===== src/hw/rtl/vppu_ram.sv =====
// generic single-port ram with registered read
`default_nettype none
module vppu_ram #(
    parameter int W = 8,
    parameter int D = 256
) (
    input  wire logic                 i_clk,
    input  wire logic                 i_en,
    input  wire logic                 i_we,
    input  wire logic [$clog2(D)-1:0] i_addr,
    input  wire logic [W-1:0]         i_wdata,
    output logic      [W-1:0]         o_rdata
);
    logic [W-1:0] r_mem [D];
    logic [W-1:0] r_rdata;

    always_ff @(posedge i_clk) begin
        if (i_en) begin
            if (i_we) begin
                r_mem[i_addr] <= i_wdata;
            end else begin
                r_rdata <= r_mem[i_addr];
            end
        end
    end

    assign o_rdata = r_rdata;
endmodule
`default_nettype wire


===== config.mk =====
export PLATFORM = sky130hd
export DESIGN_NAME = vppu_ram
export DESIGN_NICKNAME = d
export VERILOG_FILES = /design/src/hw/rtl/vppu_ram.sv
export SDC_FILE = /design/constraint.sdc
export NUM_CORES = 2
export LEC_CHECK = 0
export ABC_AREA = 1
export BUFFER_PORTS_ARGS = -buffer_cell sky130_fd_sc_hd__buf_2
export CAP_MARGIN = 20
export CORE_MARGIN = 3
export CORE_UTILIZATION = 30
export DETAILED_ROUTE_END_ITERATION = 12
export PLACE_DENSITY = 0.53
export RECOVER_POWER = 100
export SYNTH_ARGS = -nofsm -noshare
export SYNTH_HDL_FRONTEND = slang
export SYNTH_SLANG_ARGS = --single-unit

===== constraint.sdc =====
create_clock -name i_clk -period 2.15 [get_ports i_clk]
set_input_delay 0.1075 -clock i_clk [delete_from_list [all_inputs] [get_ports i_clk]]
set_output_delay 0.1075 -clock i_clk [all_outputs]
set_load 0.01 [all_outputs]

==> results.md <==
* Final Cycle Share at 100%
* Relative contribution of the clock network to total power at 42.6%
* Tightest slew margin relative to the limit at -47.2%
* Arrival time of the worst setup path at 2.63 ns
* Wire length of the first global-routing pass at 368000 um
* Drt via density at 4.64
* TritonRoute pass-1 iters at 6
* Worst min-delay path class: input port to register
* Tmin final at 2.16 ns
* Setup repair after global routing missed its margin: false
* Count of synthesis-stage warnings from yosys at 0
* Reg-to-reg critical path startpoint: r_mem[125][3]
* Number of placed I/O pins at 27
* P_int at 66900 uW
* Post-synthesis sequential element count at 2056
* Post-synthesis to final-layout area growth at 18.6%
* Pin count of the biggest net entering global routing at 78
* Portion of total power attributed to sequential cells at 51.2%
* Gate count of the mapped netlist at 7960
* Post-route DRC at 0
* Fraction of layout cells with a size suffix above 1 at 10.3%
* Buffers from clock root to sink, at most at 3
* Root buf cell: sky130_fd_sc_hd__clkbuf_16
* Pre-CTS setup slack at -0.933 ns
* Number of buffers and inverters on the critical path at 7
* Antenna violations before repair at 12
* Switching power as a share of total power at 22.6%
* Register clock-pin slew on the reported worst setup and hold paths at 0.06 ns
* Antenna Violating Nets Remaining at 0
* CP max FO at 24
* Deepest level of the CTS H-tree at 4
* Slew at the pin closest to its max-slew limit at 2.21 ns
* Combinational group share of total power at 6.2%
* Via count of the first global-routing pass at 56300
* Post-detailed-placement cell area at 95000 um2
* Leading area contributor after synthesis: sky130_fd_sc_hd__edfxtp_1
* Number of clock sinks at 2056
* Final worst slack at -0.00897 ns
* Clock insertion delay at the later pin of the skew report at 0.85 ns
* Core area at 280000 um2
* Outcome: complete, but fails checks
* Total number of cells along the worst setup path at 10
* DRT iter0 DRCs at 5250
* Final cell area excluding filler cells at 101000 um2
* Drt wl/cell at 19.9 um
* Cell Pwr Density at 859 nW/um2
* Terminus of the critical flop-to-flop path: o_rdata[3]
* Leakage power at 0.0396 uW
* Crit path kind: input port to register
* Final #Nets at 8532
* Std-Cell Rows at 194
* Initial Util at 30.3%
* Largest clock skew in the final design at 0.0256 ns
* Die Wd at 538 um
* CP required at 2.62 ns
* Count of input and output buffers at 26
* Summed instance area of the synthesized netlist at 84800 um2
* Chain of cells forming the critical path: clkbuf_1 -> nand2_1 -> inv_4 -> buf_12 -> buf_4 -> buf_4 -> nand3_1 -> clkbuf_2 -> nor2_1 -> clkbuf_1
* Residual overflow from global routing at 0
* Via total after detailed routing at 57600
* Hpwl dp at 157000 um
* Portion of the post-synthesis area used by sequential elements at 72.8%
* Worst voltage drop across the vdd grid at 0.000808 V
* Timing startpoint of the critical path: i_addr[3]
* CTS tree: done
* Proportion of netlist area held by the largest area contributor at 72.8%
* TritonCTS Buffers at 215
* Worst reg-to-reg setup slack at 0.10 ns
* Vert. Die Dim at 538 um
* Most frequent cells in the layout: sky130_fd_sc_hd__nand2_1, sky130_fd_sc_hd__edfxtp_1, sky130_fd_sc_hd__nor2_1, sky130_fd_sc_hd__nand3_1, sky130_fd_sc_hd__buf_4
* Peak clock frequency supported by timing at 0.463 GHz
* Setup Buffers After CTS at 0
* Die footprint at 289000 um2
* Synth Net Count at 7979
* Most common cell after layout, fill and taps aside: sky130_fd_sc_hd__nand2_1
* Final Hold Viols at 0
* R2R cell count at 13
* Max capacitance violation total at 6
* Top post-synthesis cells by area: sky130_fd_sc_hd__edfxtp_1, sky130_fd_sc_hd__nand2_1, sky130_fd_sc_hd__nor2_1
* Highest-delay cell along the critical path: sky130_fd_sc_hd__clkbuf_1
* Post-synth cell types at 14
* Sort of element at the end of the critical path: register
* Switching component of the power at 19500 uW
* Routability cong. at 0.857
* Final-report setup violation count at 4
* Violations in the final reports: max-capacitance violations, max-slew violations, negative setup slack
* Cell class contributing the biggest share of worst-path delay: buffers and inverters
* Critical Path End: r_mem[15][5]
* Total length of routed wires at 248000 um
* Critical path's largest stage delay at 0.50 ns
* Aggregate global-route resource usage at 16.8%
* Launching element type of the critical path: input port
* Avg Cell Area, Syn at 10.7 um2
* Final slew viol count at 281
* Filler Cells Inserted at 27800
==> cells by family after synthesis <==
| logic type | after synthesis | synth area share (%) |
|---|---|---|
| AO/OA/AOI/OAI | 128 | 0.755 |
| buffers and inverters | 440 | 2.36 |
| AND/OR/NAND/NOR | 5336 | 24.1 |
| flip-flops | 2056 | 72.8 |
==> metal layers <==
metal / part of all wire (%) / GRT usage (%) / wire length [um] / vias up
li1: - / - / - / 27500
met1: 44 / 23.1 / 109000 / 28200
met2: 47 / 27.4 / 116000 / 1633
met3: 5.9 / 2.41 / 14700 / 341
met4: 3.2 / 5.43 / 7950 / 0
met5: 0 / 0 / 0 / -
==> through the flow <==
stage / hold WS [ns] / TNS (ns) / total power, uW / instances / utilization (%)
after floorplan: 0.206 / 0 / 47500 / 7960 / -
after global placement: 0.542 / -208.18 / 50500 / 12000 / 33.9
after detailed placement: 0.540 / -242.98 / 50500 / 12000 / 33.9
after CTS: 0.0464 / 0 / 87300 / 12400 / 36.4
after global routing: 0.0903 / 0 / 89300 / 12400 / 35.9
final: 0.119 / -0.0185 / 86400 / 12400 / 35.9
==> area by class of cell <==
type	instances	area [um2]	share of cell area (%)
diodes	2	5.00	0.00497
clock buffers	261	5570	5.54
clock inverters	139	1380	1.37
inverters	16	85.1	0.0845
multi-input cells	5464	21200	21.1
flip-flops and latches	2056	61700	61.3
well taps	3724	4660	4.63
repair buffers	760	5970	5.94
==> flip-flops by register name, summed over array words and instances, names as in the netlist <==
register and flops:
r_mem 2048, o_rdata 8
==> synthesized netlist by cell type <==
cell type / count
sky130_fd_sc_hd__clkinv_1: 2
sky130_fd_sc_hd__buf_1: 35
sky130_fd_sc_hd__nor2_1: 345
sky130_fd_sc_hd__edfxtp_1: 2056
sky130_fd_sc_hd__buf_6: 9
sky130_fd_sc_hd__inv_1: 11
sky130_fd_sc_hd__nand2_1: 4695
sky130_fd_sc_hd__clkbuf_1: 161
sky130_fd_sc_hd__buf_2: 214
sky130_fd_sc_hd__inv_2: 3
sky130_fd_sc_hd__buf_4: 5
sky130_fd_sc_hd__nand3_1: 256
sky130_fd_sc_hd__o21ai_1: 128
sky130_fd_sc_hd__nand4_1: 40
==> tightest hold or removal path: stages <==
cell and delay (ns):
sky130_fd_sc_hd__buf_2 0.18, sky130_fd_sc_hd__nor2_1 0.07, sky130_fd_sc_hd__buf_4 0.17, sky130_fd_sc_hd__nand2_1 0.16
sky130_fd_sc_hd__nor2_1 0.09
==> what timing repair did <==
item	CTS	global route
cloned	0	0
pin swaps	0	3
endpoints found under the setup margin	6	8
endpoints found under the hold margin	1417	0
hold buffers	10	0
resized for setup	10	19
==> power by group through the flow <==
stage | combinational [uW] | sequential, uW | clock (uW)
2_1_floorplan | 2500 | 45000 | 0
3_3_place_gp | 5470 | 45000 | 0
3_5_place_dp | 5480 | 45000 | 0
4_1_cts | 5520 | 44200 | 37500
5_1_grt | 5930 | 44200 | 39200
6_report | 5390 | 44200 | 36800
==> worst min path at each step <==
| stage | slack, ns | startpoint | to | cells after the start |
|---|---|---|---|---|
| after floorplan | 0.21 | i_wdata[0] | r_mem[0][0] | 0 |
| after global placement | 0.54 | i_wdata[0] | r_mem[24][0] | 1 |
| after detailed placement | 0.54 | i_wdata[0] | r_mem[24][0] | 1 |
| after CTS | 0.05 | i_addr[7] | r_mem[92][6] | 5 |
| after global routing | 0.09 | i_addr[7] | r_mem[92][6] | 5 |
| final | 0.12 | i_addr[7] | r_mem[92][6] | 5 |
Note: power is estimated with default switching activity, not from simulation.
