File: config.mk
export PLATFORM = sky130hd
export DESIGN_NAME = vppu_back
export DESIGN_NICKNAME = d
export VERILOG_FILES = /design/src/hw/rtl/vppu_pkg.sv /design/src/hw/rtl/vppu_back.sv
export SDC_FILE = /design/constraint.sdc
export NUM_CORES = 1
export LEC_CHECK = 0
export BUFFER_PORTS_ARGS = -buffer_cell sky130_fd_sc_hd__buf_2
export CELL_PAD_IN_SITES_DETAIL_PLACEMENT = 1
export CELL_PAD_IN_SITES_GLOBAL_PLACEMENT = 1
export CORE_MARGIN = 2
export CORE_UTILIZATION = 38
export CTS_CLUSTER_SIZE = 10
export DETAILED_ROUTE_END_ITERATION = 6
export GPL_TIMING_DRIVEN = 0
export HOLD_SLACK_MARGIN = 0.06
export PLACE_DENSITY_LB_ADDON = 0.1
export SLEW_MARGIN = 20
export SYNTH_ARGS = -nofsm -noshare
export SYNTH_HDL_FRONTEND = slang
export SYNTH_SLANG_ARGS = --single-unit
export TNS_END_PERCENT = 50
File: constraint.sdc
create_clock -name i_clk -period 2.4 [get_ports i_clk]
set_clock_uncertainty 0.15 [all_clocks]
set_input_delay 0.48 -clock i_clk [delete_from_list [all_inputs] [get_ports i_clk]]
set_output_delay 0.48 -clock i_clk [all_outputs]
set_load 0.02 [all_outputs]
File: src/hw/rtl/vppu_pkg.sv
// shared types and constants for the video register and raster timing core
`default_nettype none
package vppu_pkg;
    localparam int VideoMemDepthDef   = 8192;
    localparam int SpritesPerLineDef  = 8;
    localparam int SpriteMemDepth     = 256;

    localparam logic [9:0] DotsPerLine   = 10'd341;
    localparam logic [9:0] LinesPerFrame = 10'd262;
    localparam logic [8:0] LinePreRender = 9'd261;
    localparam logic [8:0] LineVblank    = 9'd241;
    localparam logic [8:0] LineVisEnd    = 9'd240;
    localparam logic [8:0] DotEvalFirst  = 9'd65;
    localparam logic [8:0] DotEvalLast   = 9'd256;

    typedef enum logic [1:0] {
        ACT_TICK  = 2'd0,
        ACT_READ  = 2'd1,
        ACT_WRITE = 2'd2,
        ACT_SPR   = 2'd3
    } t_action;

    localparam logic [2:0] REG_CTRL   = 3'd0;
    localparam logic [2:0] REG_MASK   = 3'd1;
    localparam logic [2:0] REG_STATUS = 3'd2;
    localparam logic [2:0] REG_SPADDR = 3'd3;
    localparam logic [2:0] REG_SPDATA = 3'd4;
    localparam logic [2:0] REG_SCROLL = 3'd5;
    localparam logic [2:0] REG_ADDR   = 3'd6;
    localparam logic [2:0] REG_DATA   = 3'd7;

    // work handed from the front stage to the status stage
    typedef struct packed {
        t_action    act;
        logic [2:0] rg;
        logic [7:0] wdata;
        logic       vbl_clr;
        logic       vbl_set;
        logic       cnt_clr;
        logic       eval;
        logic [7:0] ln;
        logic       ctrl_nmi;
        logic [8:0] line;
        logic [8:0] dot;
    } t_req;
endpackage
`default_nettype wire

File: src/hw/rtl/vppu_back.sv
// status stage: memory read data, status flags, bus latch and output register
`default_nettype none
module vppu_back #(
    parameter int SPRITES_PER_LINE = vppu_pkg::SpritesPerLineDef
) (
    input  wire logic           i_clk,
    input  wire logic           i_rst_n,
    input  wire logic           i_valid,
    output logic                o_ready,
    input  wire vppu_pkg::t_req i_req,
    input  wire logic [7:0]     i_spr_rdata,
    input  wire logic [7:0]     i_vid_rdata,
    output logic                o_valid,
    input  wire logic           i_out_ready,
    output logic [7:0]          o_read_data,
    output logic                o_nmi,
    output logic [8:0]          o_line,
    output logic [8:0]          o_dot,
    output logic                o_vblank
);
    import vppu_pkg::*;
    localparam int CW = $clog2(SPRITES_PER_LINE + 1);

    logic          r_vbl, n_vbl, r_ovf, n_ovf, r_nmi_prev, n_line_nmi;
    logic [7:0]    r_bus, n_bus, r_rbuf, n_rbuf;
    logic [CW-1:0] r_cnt, n_cnt;
    logic          r_valid, take;
    logic [7:0]    r_rd;
    logic          r_nmi, r_ovb;
    logic [8:0]    r_oline, r_odot;
    logic          hit;

    assign o_ready = !r_valid || i_out_ready;
    assign take    = i_valid && o_ready;
    assign hit = ({1'b0, i_req.ln} >= {1'b0, i_spr_rdata}) &&
                 ({1'b0, i_req.ln} < ({1'b0, i_spr_rdata} + 9'd8));

    always_comb begin
        n_vbl = r_vbl; n_ovf = r_ovf; n_bus = r_bus; n_rbuf = r_rbuf; n_cnt = r_cnt;
        unique case (i_req.act)
            ACT_TICK: begin
                if (i_req.vbl_clr) begin
                    n_vbl = 1'b0;
                    n_ovf = 1'b0;
                end
                if (i_req.vbl_set) n_vbl = 1'b1;
                if (i_req.cnt_clr) n_cnt = '0;
                if (i_req.eval && hit) begin
                    if (r_cnt < CW'(SPRITES_PER_LINE)) n_cnt = r_cnt + 1'b1;
                    else n_ovf = 1'b1;
                end
            end
            ACT_READ: begin
                unique case (i_req.rg)
                    REG_STATUS: begin
                        n_bus = {r_vbl, 1'b0, r_ovf, r_bus[4:0]};
                        n_vbl = 1'b0;
                    end
                    REG_SPDATA: n_bus = i_spr_rdata;
                    REG_DATA: begin
                        n_bus  = r_rbuf;
                        n_rbuf = i_vid_rdata;
                    end
                    default: ;
                endcase
            end
            ACT_WRITE: n_bus = i_req.wdata;
            ACT_SPR: ;
            default: ;
        endcase
        n_line_nmi = i_req.ctrl_nmi && n_vbl;
    end

    always_ff @(posedge i_clk) begin
        if (!i_rst_n) begin
            r_vbl <= 1'b0; r_ovf <= 1'b0; r_nmi_prev <= 1'b0;
            r_bus <= 8'd0; r_rbuf <= 8'd0; r_cnt <= '0; r_valid <= 1'b0;
        end else begin
            if (take) begin
                r_vbl <= n_vbl; r_ovf <= n_ovf; r_nmi_prev <= n_line_nmi;
                r_bus <= n_bus; r_rbuf <= n_rbuf; r_cnt <= n_cnt;
                r_valid <= 1'b1;
            end else if (i_out_ready) begin
                r_valid <= 1'b0;
            end
        end
    end

    always_ff @(posedge i_clk) begin
        if (take) begin
            r_rd <= n_bus;
            r_nmi <= n_line_nmi && !r_nmi_prev;
            r_oline <= i_req.line;
            r_odot <= i_req.dot;
            r_ovb <= n_vbl;
        end
    end

    assign o_valid = r_valid;
    assign o_read_data = r_rd;
    assign o_nmi = r_nmi;
    assign o_line = r_oline;
    assign o_dot = r_odot;
    assign o_vblank = r_ovb;
endmodule
`default_nettype wire

==> results by group <==
Outcome
  – Outcome: finished clean

Setup path
  – Worst-path maximum fanout: 6
  – CP arrival: 2290 ps
  – CP startpoint kind: input port
  – R2R setup slack: 330 ps
  – Critical Path RT: 2500 ps
  – Setup crit end kind: flop
  – Setup CP Type: input port to flop

Clock network
  – H-tree Lvls: 2
  – Clock latency on the worst-skew pair: 310 ps
  – Reg clk slew, reported paths: 100 ps
  – CTS root buf: clkbuf_8
  – Max clock buf depth: 2
  – # hold bufs at CTS: 0
  – CTS Buf Count: 5
  – TritonCTS clock tree: yes
  – Num Clock Sinks: 52

Place
  – PortBufs: 89
  – Pre-CTS WS: -233 ps
  – Post-DP HPWL: 5230 um
  – Final weighted congestion of routability-driven global placement: 0.761
  – Post-DP Area: 3280 sq um

Synthesis
  – Largest cells by area after synthesis: edfxtp_1 (31%), dfxtp_1 (18%), ha_1 (8.3%), mux2i_1 (4.1%), a22o_1 (3.9%)
  – Unique masters post-synth: 51
  – Mapped Nets: 320
  – Seq cells post-synth: 52
  – Complex-gate fraction of the synthesized area: 20.3%
  – Avg Inst Size Synth: 11.4 sq um
  – Largest family of logic cells by synthesized area: compound AO/OA/AOI/OAI gates
  – Most used flip-flop cell after synthesis: edfxtp_1
  – Post-Synth Adder-Cell Area: 8.31%
  – Post-synthesis xor/xnor area fraction: 1.29%
  – Gate count after technology mapping: 238
  – Synth Area in Simple Gates: 13.2%
  – Mux share of post-synthesis cell area: 4.06%
  – Post-Syn Area: 2710 sq um
  – Share of the synthesized area in the top cell type: 31.0%
  – Sequential area share after synthesis: 48.8%
  – Number of synthesized flops with an enable pin: 28
  – Ys Warns: 0
  – Post-synth top area cell: edfxtp_1
  – Async SR Flop Fraction: 0%

Floorplanning
  – Die width: 88.5 um
  – Core footprint: 6830 sq um
  – Rows: 30
  – # IOs: 94
  – Die Ht: 88.5 um
  – Die Area: 7820 sq um
  – Initial Util: 39.7%

Final layout
  – Fin area: 3380 sq um
  – Final Util: 49.5%
  – Fin nets: 417
  – Fill cells: 791
  – N_diodes: 0
  – Most frequent cells in the layout: buf_2 (94), edfxtp_1 (28), dfxtp_1 (24)
  – Commonest non-fill, non-tap cell in the layout: buf_2
  – P&R area growth vs syn: 24.8%
  – Share of layout cells above drive strength 1: 35.1%

STA
  – Max Transition Viols Final: 0
  – Tcrit/Tclk final: 91.1%
  – Hold Fails Final Rpt: 0
  – Final Critical Period: 2190 ps
  – Normalized max-slew margin: 66.1%
  – Setup violators final: 0
  – Highest clock rate: 457 MHz
  – Tightest Pin Transition: 509 ps
  – Hold WS: 197 ps
  – RSZ-0062 raised after global routing: false
  – Setup WS post-layout: 213 ps

Power
  – Combinational group share of total power: 20.0%
  – Total power: 1880 uW
  – Internal power: 1350 uW
  – Net Sw Frac: 28.0%
  – Pwr Density: 555 nW/um^2
  – P_sw: 525 uW
  – VDD IR max: 233 uV
  – Sequential power share: 53.5%
  – Leakage: 0.00154 uW
  – Clock network power share: 26.6%

Detailed routing
  – Metal3 WL: 397 um
  – Via count: 2148
  – Metal1 wirelength: 2790 um
  – WL met2: 3270 um
  – Routed Antenna Nets: 0
  – Drt drc: 0
  – Highest metal used: met4
  – Vias/cell: 4.97
  – Final wirelength: 6530 um
  – First drt pass iteration count: 4
  – Iter 0 DRT Violations: 50
  – Drt wl/cell: 15.1 um

GRT
  – Gr usage total: 17.4%
  – First-pass GRT wire length: 10600 um
  – Initial antenna violation count: 0
  – GRT overflow: 0
  – Pin count of the biggest net entering global routing: 35
  – Vias in the first global route: 2220

Flow run
  – Max cap viols: 0

Hold path
  – Hold Path Class: input port to flop
## synthesized netlist by cell type (2+ instances only)
cell	count
inv_1	16
xnor2_1	3
o21ai_1	4
nor2b_1	8
nor2_1	6
a22oi_1	6
dfxtp_1	24
o211a_1	6
clkbuf_1	5
a21boi_0	2
a21oi_1	2
o21a_1	2
a2111oi_4	2
a22o_1	12
a21o_1	2
nand3b_1	3
o21ai_0	7
a41o_1	2
ha_1	18
o21ba_2	2
nand2_1	19
nor3b_1	2
nand3_1	7
nand2b_1	7
buf_2	5
mux2i_1	11
edfxtp_1	28
nand4_1	4
## path summary, 6_finish.rpt
path,end,cells past startpoint,from
max,r_cnt[1]$_SDFFE_PN0P_,10,i_spr_rdata[3]
min,o_line[4]$_DFFE_PP_,1,i_req[13]
max reg2reg,r_rbuf[3]$_SDFFE_PN0P_,6,o_valid$_SDFFE_PN0P_
min reg2reg,r_nmi_prev$_SDFFE_PN0P_,2,r_nmi_prev$_SDFFE_PN0P_
## layout make-up
| type | count | area [sq um] | share of cell area (%) |
|---|---|---|---|
| repair buffers | 90 | 453 | 13.4 |
| clock inverters | 2 | 16.3 | 0.481 |
| flip-flops and latches | 52 | 1320 | 39.1 |
| multi-input cells | 158 | 1280 | 38.0 |
| clock buffers | 6 | 72.6 | 2.15 |
| well taps | 96 | 120 | 3.55 |
| inverters | 17 | 66.3 | 1.96 |
| plain buffers | 11 | 47.5 | 1.41 |
## routing by layer
layer,up-vias,track usage [%]
li1,1074,-
met3,5,3.64
met1,1007,21.0
met5,-,0
met2,62,31.4
met4,0,4.55
## through the flow
step	setup TNS [ps]	cells
after floorplan	0	238
after global placement	-2050	423
after detailed placement	-2230	423
after CTS	0	431
after global routing	0	432
final	0	432
## power groups by stage
stage | registers (uW) | clock network (uW) | logic, uW
floorplan | 1070 | 0 | 191
global placement | 1020 | 0 | 364
detailed placement | 1020 | 0 | 373
CTS | 1000 | 520 | 374
global route | 1010 | 544 | 417
finish | 1000 | 499 | 375
## sequential cells by signal (all words and copies together), names as in the netlist, 4 cells and up
| signal | count |
|---|---|
| r_bus | 8 |
| o_dot | 9 |
| o_read_data | 8 |
| r_rbuf | 8 |
| r_cnt | 4 |
| o_line | 9 |
## critical path, stage by stage
cell,delay [ps]
buf_2,160
ha_2,200
nand3_1,100
xnor2_1,140
ha_1,220
a211oi_2,190
o211ai_1,120
o2bb2ai_2,240
and4_4,270
mux2i_1,160
## cell families (layout without fill, tap and decap cells)
logic type	Yosys count	count (layout)
buffers and inverters	28	126
multiplexers	11	11
AND/OR/NAND/NOR	63	63
adder cells (fa/ha/maj)	18	18
XOR/XNOR	4	4
flip-flops	52	52
AO/OA/AOI/OAI	62	62
## timing repair
action / 4_1_cts / 5_1_grt
setup buffers: 0 / 1
setup endpoints to repair: 0 / 11
resized for setup: 0 / 4
endpoints found under the hold margin: 0 / 0
(Power assumes the default switching activity.)
