`config.mk`:
```
export PLATFORM = sky130hd
export DESIGN_NAME = vppu_front
export DESIGN_NICKNAME = d
export VERILOG_FILES = /design/src/hw/rtl/vppu_pkg.sv /design/src/hw/rtl/vppu_front.sv
export SDC_FILE = /design/constraint.sdc
export NUM_CORES = 1
export LEC_CHECK = 0
export ABC_AREA = 1
export BUFFER_PORTS_ARGS = -buffer_cell sky130_fd_sc_hd__buf_4
export CORE_MARGIN = 2
export CORE_UTILIZATION = 45
export DETAILED_ROUTE_END_ITERATION = 6
export GPL_TIMING_DRIVEN = 0
export PLACE_DENSITY = 0.79
export REMOVE_ABC_BUFFERS = 1
export SETUP_SLACK_MARGIN = 0.2
export SLEW_MARGIN = 40
export SYNTH_ARGS = -nofsm -noshare
export SYNTH_HDL_FRONTEND = slang
export SYNTH_SLANG_ARGS = --single-unit
```
`constraint.sdc`:
```
create_clock -name i_clk -period 3.01 [get_ports i_clk]
set_input_delay 0.301 -clock i_clk [delete_from_list [all_inputs] [get_ports i_clk]]
set_output_delay 0.301 -clock i_clk [all_outputs]
set_load 0.02 [all_outputs]
```
`src/hw/rtl/vppu_pkg.sv`:
```
// shared types and constants for the video register and raster timing core
`default_nettype none
package vppu_pkg;
    localparam int VideoMemDepthDef   = 8192;
    localparam int SpritesPerLineDef  = 8;
    localparam int SpriteMemDepth     = 256;

    localparam logic [9:0] DotsPerLine   = 10'd341;
    localparam logic [9:0] LinesPerFrame = 10'd262;
    localparam logic [8:0] LinePreRender = 9'd261;
    localparam logic [8:0] LineVblank    = 9'd241;
    localparam logic [8:0] LineVisEnd    = 9'd240;
    localparam logic [8:0] DotEvalFirst  = 9'd65;
    localparam logic [8:0] DotEvalLast   = 9'd256;

    typedef enum logic [1:0] {
        ACT_TICK  = 2'd0,
        ACT_READ  = 2'd1,
        ACT_WRITE = 2'd2,
        ACT_SPR   = 2'd3
    } t_action;

    localparam logic [2:0] REG_CTRL   = 3'd0;
    localparam logic [2:0] REG_MASK   = 3'd1;
    localparam logic [2:0] REG_STATUS = 3'd2;
    localparam logic [2:0] REG_SPADDR = 3'd3;
    localparam logic [2:0] REG_SPDATA = 3'd4;
    localparam logic [2:0] REG_SCROLL = 3'd5;
    localparam logic [2:0] REG_ADDR   = 3'd6;
    localparam logic [2:0] REG_DATA   = 3'd7;

    // work handed from the front stage to the status stage
    typedef struct packed {
        t_action    act;
        logic [2:0] rg;
        logic [7:0] wdata;
        logic       vbl_clr;
        logic       vbl_set;
        logic       cnt_clr;
        logic       eval;
        logic [7:0] ln;
        logic       ctrl_nmi;
        logic [8:0] line;
        logic [8:0] dot;
    } t_req;
endpackage
`default_nettype wire

```
`src/hw/rtl/vppu_front.sv`:
```
// front stage: raster counters, cpu-side registers and memory requests
`default_nettype none
module vppu_front #(
    parameter int VIDEO_MEM_DEPTH = vppu_pkg::VideoMemDepthDef
) (
    input  wire logic                               i_clk,
    input  wire logic                               i_rst_n,
    input  wire logic                               i_valid,
    output logic                                    o_ready,
    input  wire vppu_pkg::t_action                  i_act,
    input  wire logic [7:0]                         i_addr,
    input  wire logic [7:0]                         i_wdata,
    input  wire logic                               i_next_ready,
    output logic                                    o_valid,
    output vppu_pkg::t_req                          o_req,
    output logic                                    o_spr_en,
    output logic                                    o_spr_we,
    output logic [7:0]                              o_spr_addr,
    output logic [7:0]                              o_spr_wdata,
    output logic                                    o_vid_en,
    output logic                                    o_vid_we,
    output logic [$clog2(VIDEO_MEM_DEPTH)-1:0]      o_vid_addr,
    output logic [7:0]                              o_vid_wdata
);
    import vppu_pkg::*;
    localparam int AW = $clog2(VIDEO_MEM_DEPTH);

    logic [8:0]  r_line, n_line, r_dot, n_dot;
    logic        r_odd, n_odd;
    logic [7:0]  r_ctrl, n_ctrl, r_mask, n_mask, r_spaddr, n_spaddr;
    logic        r_toggle, n_toggle;
    logic [15:0] r_vaddr, n_vaddr, r_taddr, n_taddr;
    logic [2:0]  r_finex, n_finex;
    logic [1:0]  r_ph, n_ph;
    logic [5:0]  r_idx, n_idx;
    logic        r_valid;
    t_req        r_req, n_req;
    logic        r_clearing;
    logic [AW:0] r_clr_cnt;
    logic        accept, adv;
    logic [9:0]  dot_inc, line_inc;
    logic        render_on;
    logic [15:0] vstep;
    logic        spr_en, spr_we, vid_en, vid_we;
    logic [7:0]  spr_addr;

    assign adv     = r_valid && i_next_ready;
    assign o_ready = !r_clearing && (!r_valid || adv);
    assign accept  = i_valid && o_ready;
    assign render_on = (r_mask[4] || r_mask[3]);
    assign vstep   = r_vaddr + (r_ctrl[2] ? 16'd32 : 16'd1);

    always_comb begin
        n_line = r_line; n_dot = r_dot; n_odd = r_odd;
        n_ctrl = r_ctrl; n_mask = r_mask; n_spaddr = r_spaddr;
        n_toggle = r_toggle; n_vaddr = r_vaddr; n_taddr = r_taddr;
        n_finex = r_finex; n_ph = r_ph; n_idx = r_idx;
        spr_en = 1'b0; spr_we = 1'b0; spr_addr = r_spaddr;
        vid_en = 1'b0; vid_we = 1'b0;
        dot_inc = 10'd0; line_inc = 10'd0;
        n_req = '0;
        n_req.act   = i_act;
        n_req.rg    = i_addr[2:0];
        n_req.wdata = i_wdata;
        n_req.ln    = r_line[7:0];
        unique case (i_act)
            ACT_TICK: begin
                n_req.vbl_clr = (r_line == LinePreRender) && (r_dot == 9'd1);
                n_req.vbl_set = (r_line == LineVblank) && (r_dot == 9'd1);
                if (r_line < LineVisEnd) begin
                    n_req.cnt_clr = (r_dot == 9'd1);
                    if (r_dot == DotEvalFirst) begin
                        n_req.eval = 1'b1;
                        spr_en = 1'b1;
                        spr_addr = 8'd0;
                        n_ph = 2'd1;
                        n_idx = 6'd1;
                    end else if (r_dot > DotEvalFirst && r_dot <= DotEvalLast) begin
                        if (r_ph == 2'd0) begin
                            n_req.eval = 1'b1;
                            spr_en = 1'b1;
                            spr_addr = {r_idx, 2'b00};
                            n_idx = r_idx + 6'd1;
                        end
                        n_ph = (r_ph == 2'd2) ? 2'd0 : r_ph + 2'd1;
                    end
                    // coarse x increment at the end of each 8-dot fetch group
                    if (render_on && r_dot[2:0] == 3'd0) begin
                        if (r_vaddr[4:0] == 5'd31) begin
                            n_vaddr = {r_vaddr[15:5], 5'd0} ^ 16'h0400;
                        end else begin
                            n_vaddr = r_vaddr + 16'd1;
                        end
                    end
                end
                dot_inc = {1'b0, r_dot} + 10'd1;
                line_inc = {1'b0, r_line};
                if (dot_inc >= DotsPerLine) begin
                    dot_inc = 10'd0;
                    line_inc = {1'b0, r_line} + 10'd1;
                    if (line_inc >= LinesPerFrame) begin
                        line_inc = 10'd0;
                        n_odd = !r_odd;
                    end
                end
                // odd frames skip the first dot while rendering
                if (line_inc == 10'd0 && dot_inc == 10'd0 && n_odd && render_on) begin
                    dot_inc = 10'd1;
                end
                n_line = line_inc[8:0];
                n_dot  = dot_inc[8:0];
            end
            ACT_READ: begin
                unique case (i_addr[2:0])
                    REG_STATUS: n_toggle = 1'b0;
                    REG_SPDATA: spr_en = 1'b1;
                    REG_DATA: begin
                        vid_en = 1'b1;
                        n_vaddr = vstep;
                    end
                    default: ;
                endcase
            end
            ACT_WRITE: begin
                unique case (i_addr[2:0])
                    REG_CTRL: begin
                        n_ctrl = i_wdata;
                        n_taddr = {r_taddr[15:12], i_wdata[1:0], r_taddr[9:0]};
                    end
                    REG_MASK:   n_mask = i_wdata;
                    REG_SPADDR: n_spaddr = i_wdata;
                    REG_SPDATA: begin
                        spr_en = 1'b1;
                        spr_we = 1'b1;
                        n_spaddr = r_spaddr + 8'd1;
                    end
                    REG_SCROLL: begin
                        if (!r_toggle) begin
                            n_finex = i_wdata[2:0];
                            n_taddr = {r_taddr[15:5], i_wdata[7:3]};
                        end else begin
                            n_taddr = {r_taddr[15], i_wdata[2:0], r_taddr[11:10],
                                       i_wdata[7:3], r_taddr[4:0]};
                        end
                        n_toggle = !r_toggle;
                    end
                    REG_ADDR: begin
                        if (!r_toggle) begin
                            n_taddr = {2'b00, i_wdata[5:0], r_taddr[7:0]};
                        end else begin
                            n_taddr = {r_taddr[15:8], i_wdata};
                            n_vaddr = {r_taddr[15:8], i_wdata};
                        end
                        n_toggle = !r_toggle;
                    end
                    REG_DATA: begin
                        vid_en = 1'b1;
                        vid_we = 1'b1;
                        n_vaddr = vstep;
                    end
                    default: ;
                endcase
            end
            ACT_SPR: begin
                spr_en = 1'b1;
                spr_we = 1'b1;
                spr_addr = i_addr;
            end
            default: ;
        endcase
        n_req.ctrl_nmi = n_ctrl[7];
        n_req.line = n_line;
        n_req.dot  = n_dot;
    end

    // ram ports: clearing sweep after reset, else the accepted transaction
    always_comb begin
        if (r_clearing) begin
            o_spr_en = 1'b1; o_spr_we = 1'b1; o_spr_addr = r_clr_cnt[7:0];
            o_vid_en = 1'b1; o_vid_we = 1'b1; o_vid_addr = r_clr_cnt[AW-1:0];
            o_spr_wdata = 8'd0; o_vid_wdata = 8'd0;
        end else begin
            o_spr_en = accept && spr_en; o_spr_we = spr_we; o_spr_addr = spr_addr;
            o_vid_en = accept && vid_en; o_vid_we = vid_we;
            o_vid_addr = AW'(r_vaddr[10:0]);
            o_spr_wdata = i_wdata; o_vid_wdata = i_wdata;
        end
    end

    always_ff @(posedge i_clk) begin
        if (!i_rst_n) begin
            r_line <= LinePreRender; r_dot <= 9'd0; r_odd <= 1'b0;
            r_ctrl <= 8'd0; r_mask <= 8'd0; r_spaddr <= 8'd0; r_toggle <= 1'b0;
            r_vaddr <= 16'd0; r_taddr <= 16'd0; r_finex <= 3'd0;
            r_ph <= 2'd0; r_idx <= 6'd0; r_valid <= 1'b0;
            r_clearing <= 1'b1; r_clr_cnt <= '0;
        end else begin
            if (r_clearing) begin
                r_clr_cnt <= r_clr_cnt + 1'b1;
                if (r_clr_cnt == (AW+1)'(VIDEO_MEM_DEPTH - 1)) r_clearing <= 1'b0;
            end
            if (accept) begin
                r_line <= n_line; r_dot <= n_dot; r_odd <= n_odd;
                r_ctrl <= n_ctrl; r_mask <= n_mask; r_spaddr <= n_spaddr;
                r_toggle <= n_toggle; r_vaddr <= n_vaddr; r_taddr <= n_taddr;
                r_finex <= n_finex; r_ph <= n_ph; r_idx <= n_idx;
                r_valid <= 1'b1;
            end else if (adv) begin
                r_valid <= 1'b0;
            end
        end
    end

    always_ff @(posedge i_clk) begin
        if (accept) r_req <= n_req;
    end

    assign o_valid = r_valid;
    assign o_req   = r_req;
endmodule
`default_nettype wire

```
==> reports/metrics.cfg <==
[outcome]
run_status=complete, but fails checks
violations=design-rule violations

[synth]
syn_avg_cell_area_um2=7.26
synth_flop_cell=dfxtp_1
synthDominantCellAreaShare_pct=21.1
ys_seq_area_share_pct=41.0
synth_edf_count=44
synth_area_leaders=dfxtp_1, edfxtp_1, nand2_1, o21ai_0, inv_1
syn_inst=914
synth_top_cell_by_area=dfxtp_1
netlist_top_cells_count=nand2_1, inv_1, o21ai_0
synth.distinct_cells=49
synth_most_common_cell=nand2_1
yosys_warnings=0
syn_area_um2=6640
async_flop_share_pct=0
yosys_register_bits=114

[global_route]
grt_max_degree=42
grtUsageTotal_pct=23.6
antenna_found_initial=0
gr-total-overflow=0
grt_pass1_wl_um=30000
grt_pass1_vias=6170

[die]
fp.coreArea_um2=14500
die-area_um2=15700
start_util_pct=45.8
ios=109
die_w_um=125
rows=44
dieHeight_um=125

[pwr]
p_leak_uw=0.00356
power_density_nw_per_um2=455
peakVddDrop_uv=325
totalPowerFinal_uw=3820

[detailed_routing]
drcViolationCount=2
drt-total-wl_um=19000
postRouteAntennaNets=0
firstDrtPassIters=7
routed-via-count=6758
via_per_inst=5.58
wl_per_cell_um=15.7
first_iter_violations=874

[setup_path]
end_kind=output pin
worstPathMaxFanout=5
start_kind=flop
r2r-start=r_dot[1]$_SDFFE_PN0P_
critPathArrivalTime_ns=2.51
cp.required_ns=2.71
startpoint=r_dot[1]$_SDFFE_PN0P_
criticalPathCategory=reg2out

[timing]
max_freq_mhz=355
skew_ns=0.0103
hold_violations=0
fin_crit_ns=2.81
drv_slew=0
timing.slew.headroom_pct=58.5
whs_ns=0.0618
rsz0062_at_grt=yes
post-route-period-util_pct=93.5
tightest_slew_ns=0.622
setup_viol=0
fin_tns_setup_ns=0

[cts]
cts_buffer_depth=2
cts-root-buf=clkbuf_16
cts_hold_buffers=0
numCtsBuffers=17
cts_tree=built
cts.sinks=114
clk_pin_slew_worst_paths_ns=0.05
clk-insertion-delay-late_ns=0.43
htreeDepth=4

[cells_and_area]
fin_util_pct=57.9
area_delta_synth_final_pct=26.4
drive_gt1_share_pct=20.7
layout.cells.non_filler=1211
antenna_cells=0
nets=1053

[placement]
dp_hpwl_um=12600
port_buffers=108
place_congestion=0.931
dp_cells=1165

[worst_hold_path]
hp-start=i_wdata[7]
hp-class=in2reg

[job]
maxCapViolCount=0

metrics by stage:
step	setup WS (ns)	area, um2
after global routing	0.0881	8390
after floorplan	-0.139	6430
after CTS	0.148	8150
after detailed placement	-0.592	7500
final	0.197	8390
after global placement	-0.909	7470
cell families after synthesis:
family | synth area share (%)
xor+xnor | 1.43
compound gates | 19.9
fa+ha+maj | 3.21
flops | 41.0
buf+inv | 10.4
simple gates | 24.0
registers in the layout, indices dropped and copies added, names as in the netlist, 2 cells and up:
signal / flops
r_idx: 6
r_taddr: 3
r_mask: 2
r_ctrl: 2
r_dot: 9
r_line: 9
r_spaddr: 8
r_ph: 2
o_req: 44
r_clr_cnt: 14
r_vaddr: 11
cell usage in the layout, fill, tap and decap left out, types with 3 or more instances in the layout:
cell type and instances:
o21ai_1 8, clkinv_2 6, nand2_2 8, o21ai_0 92
buf_6 5, nand4_1 12, nor3_1 17, o221ai_2 5
clkinv_1 3, bufinv_16 3, or2_2 5, clkbuf_16 17
a21oi_1 62, nand3_1 55, clkbuf_1 3, nor2_1 75
inv_1 118, edfxtp_1 44, a221oi_1 8, nor4_1 5
a211oi_1 10, o21ai_2 4, xor2_1 7, clkinvlp_4 4
nor2_2 7, dfxtp_1 61, o22ai_1 4, dfxtp_2 6
a31oi_1 9, dfxtp_4 3, a32o_1 3, o211ai_1 9
inv_2 4, ha_1 15, nand2_1 179, buf_4 116
critical path, cell delays in order, from the launching register on:
cell and delay, ns:
dfxtp_4 0.37, inv_4 0.05, ha_4 0.15, nand2_4 0.07, inv_2 0.03, nand4_1 0.11
inv_2 0.07, nor3_2 0.19, nand3_2 0.15, buf_6 0.18, nand2_1 0.05, o211ai_1 0.08
o211ai_1 0.10, o21ai_1 0.12, o21ai_1 0.19, buf_4 0.17
cell type report:
cell class / count / area [um2]
fillers: 1299 / 6090
clock buffers: 20 / 437
well taps: 184 / 230
repair inverters: 1 / 5.00
clock inverters: 12 / 141
multi-input cells: 630 / 3400
repair buffers: 122 / 947
flip-flops and latches: 114 / 2740
inverters: 128 / 490
repair_timing:
item                                    in CTS  in global routing
buffers inserted                             5                  7
endpoints found under the setup margin      20                 13
cloned                                       1                  1
pin swaps                                    0                 11
gates resized for setup                     19                 51
hold endpoints to repair                     0                  0
report_power, final:
group | switching (uW) | leakage [uW] | internal [uW]
Combinational | 149 | 0.00231 | 67.8
Sequential | 3.90 | 0.000969 | 1600
Clock | 717 | 0.000277 | 1290
Total | 870 | 0.00356 | 2950
layer usage:
metal / global-route usage [%] / vias up / routed length (um)
met5: 0 / - / 0
met4: 9.15 / 0 / 524
li1: - / 3289 / -
met2: 38.2 / 311 / 9080
met3: 5.56 / 58 / 1560
met1: 30.5 / 3100 / 7840
path summary, 6_finish.rpt:
kind | slack, ns | to | cells after the start
worst min-delay path | 0.06 | o_req[38]$_DFFE_PP_ | 1
worst max register to register | 0.28 | o_req[0]$_DFFE_PP_ | 16
worst max-delay path | 0.20 | o_spr_addr[6] | 15
worst min register to register | 0.46 | r_clr_cnt[13]$_SDFFE_PN0P_ | 1
Note: power is estimated with default switching activity, not from simulation.
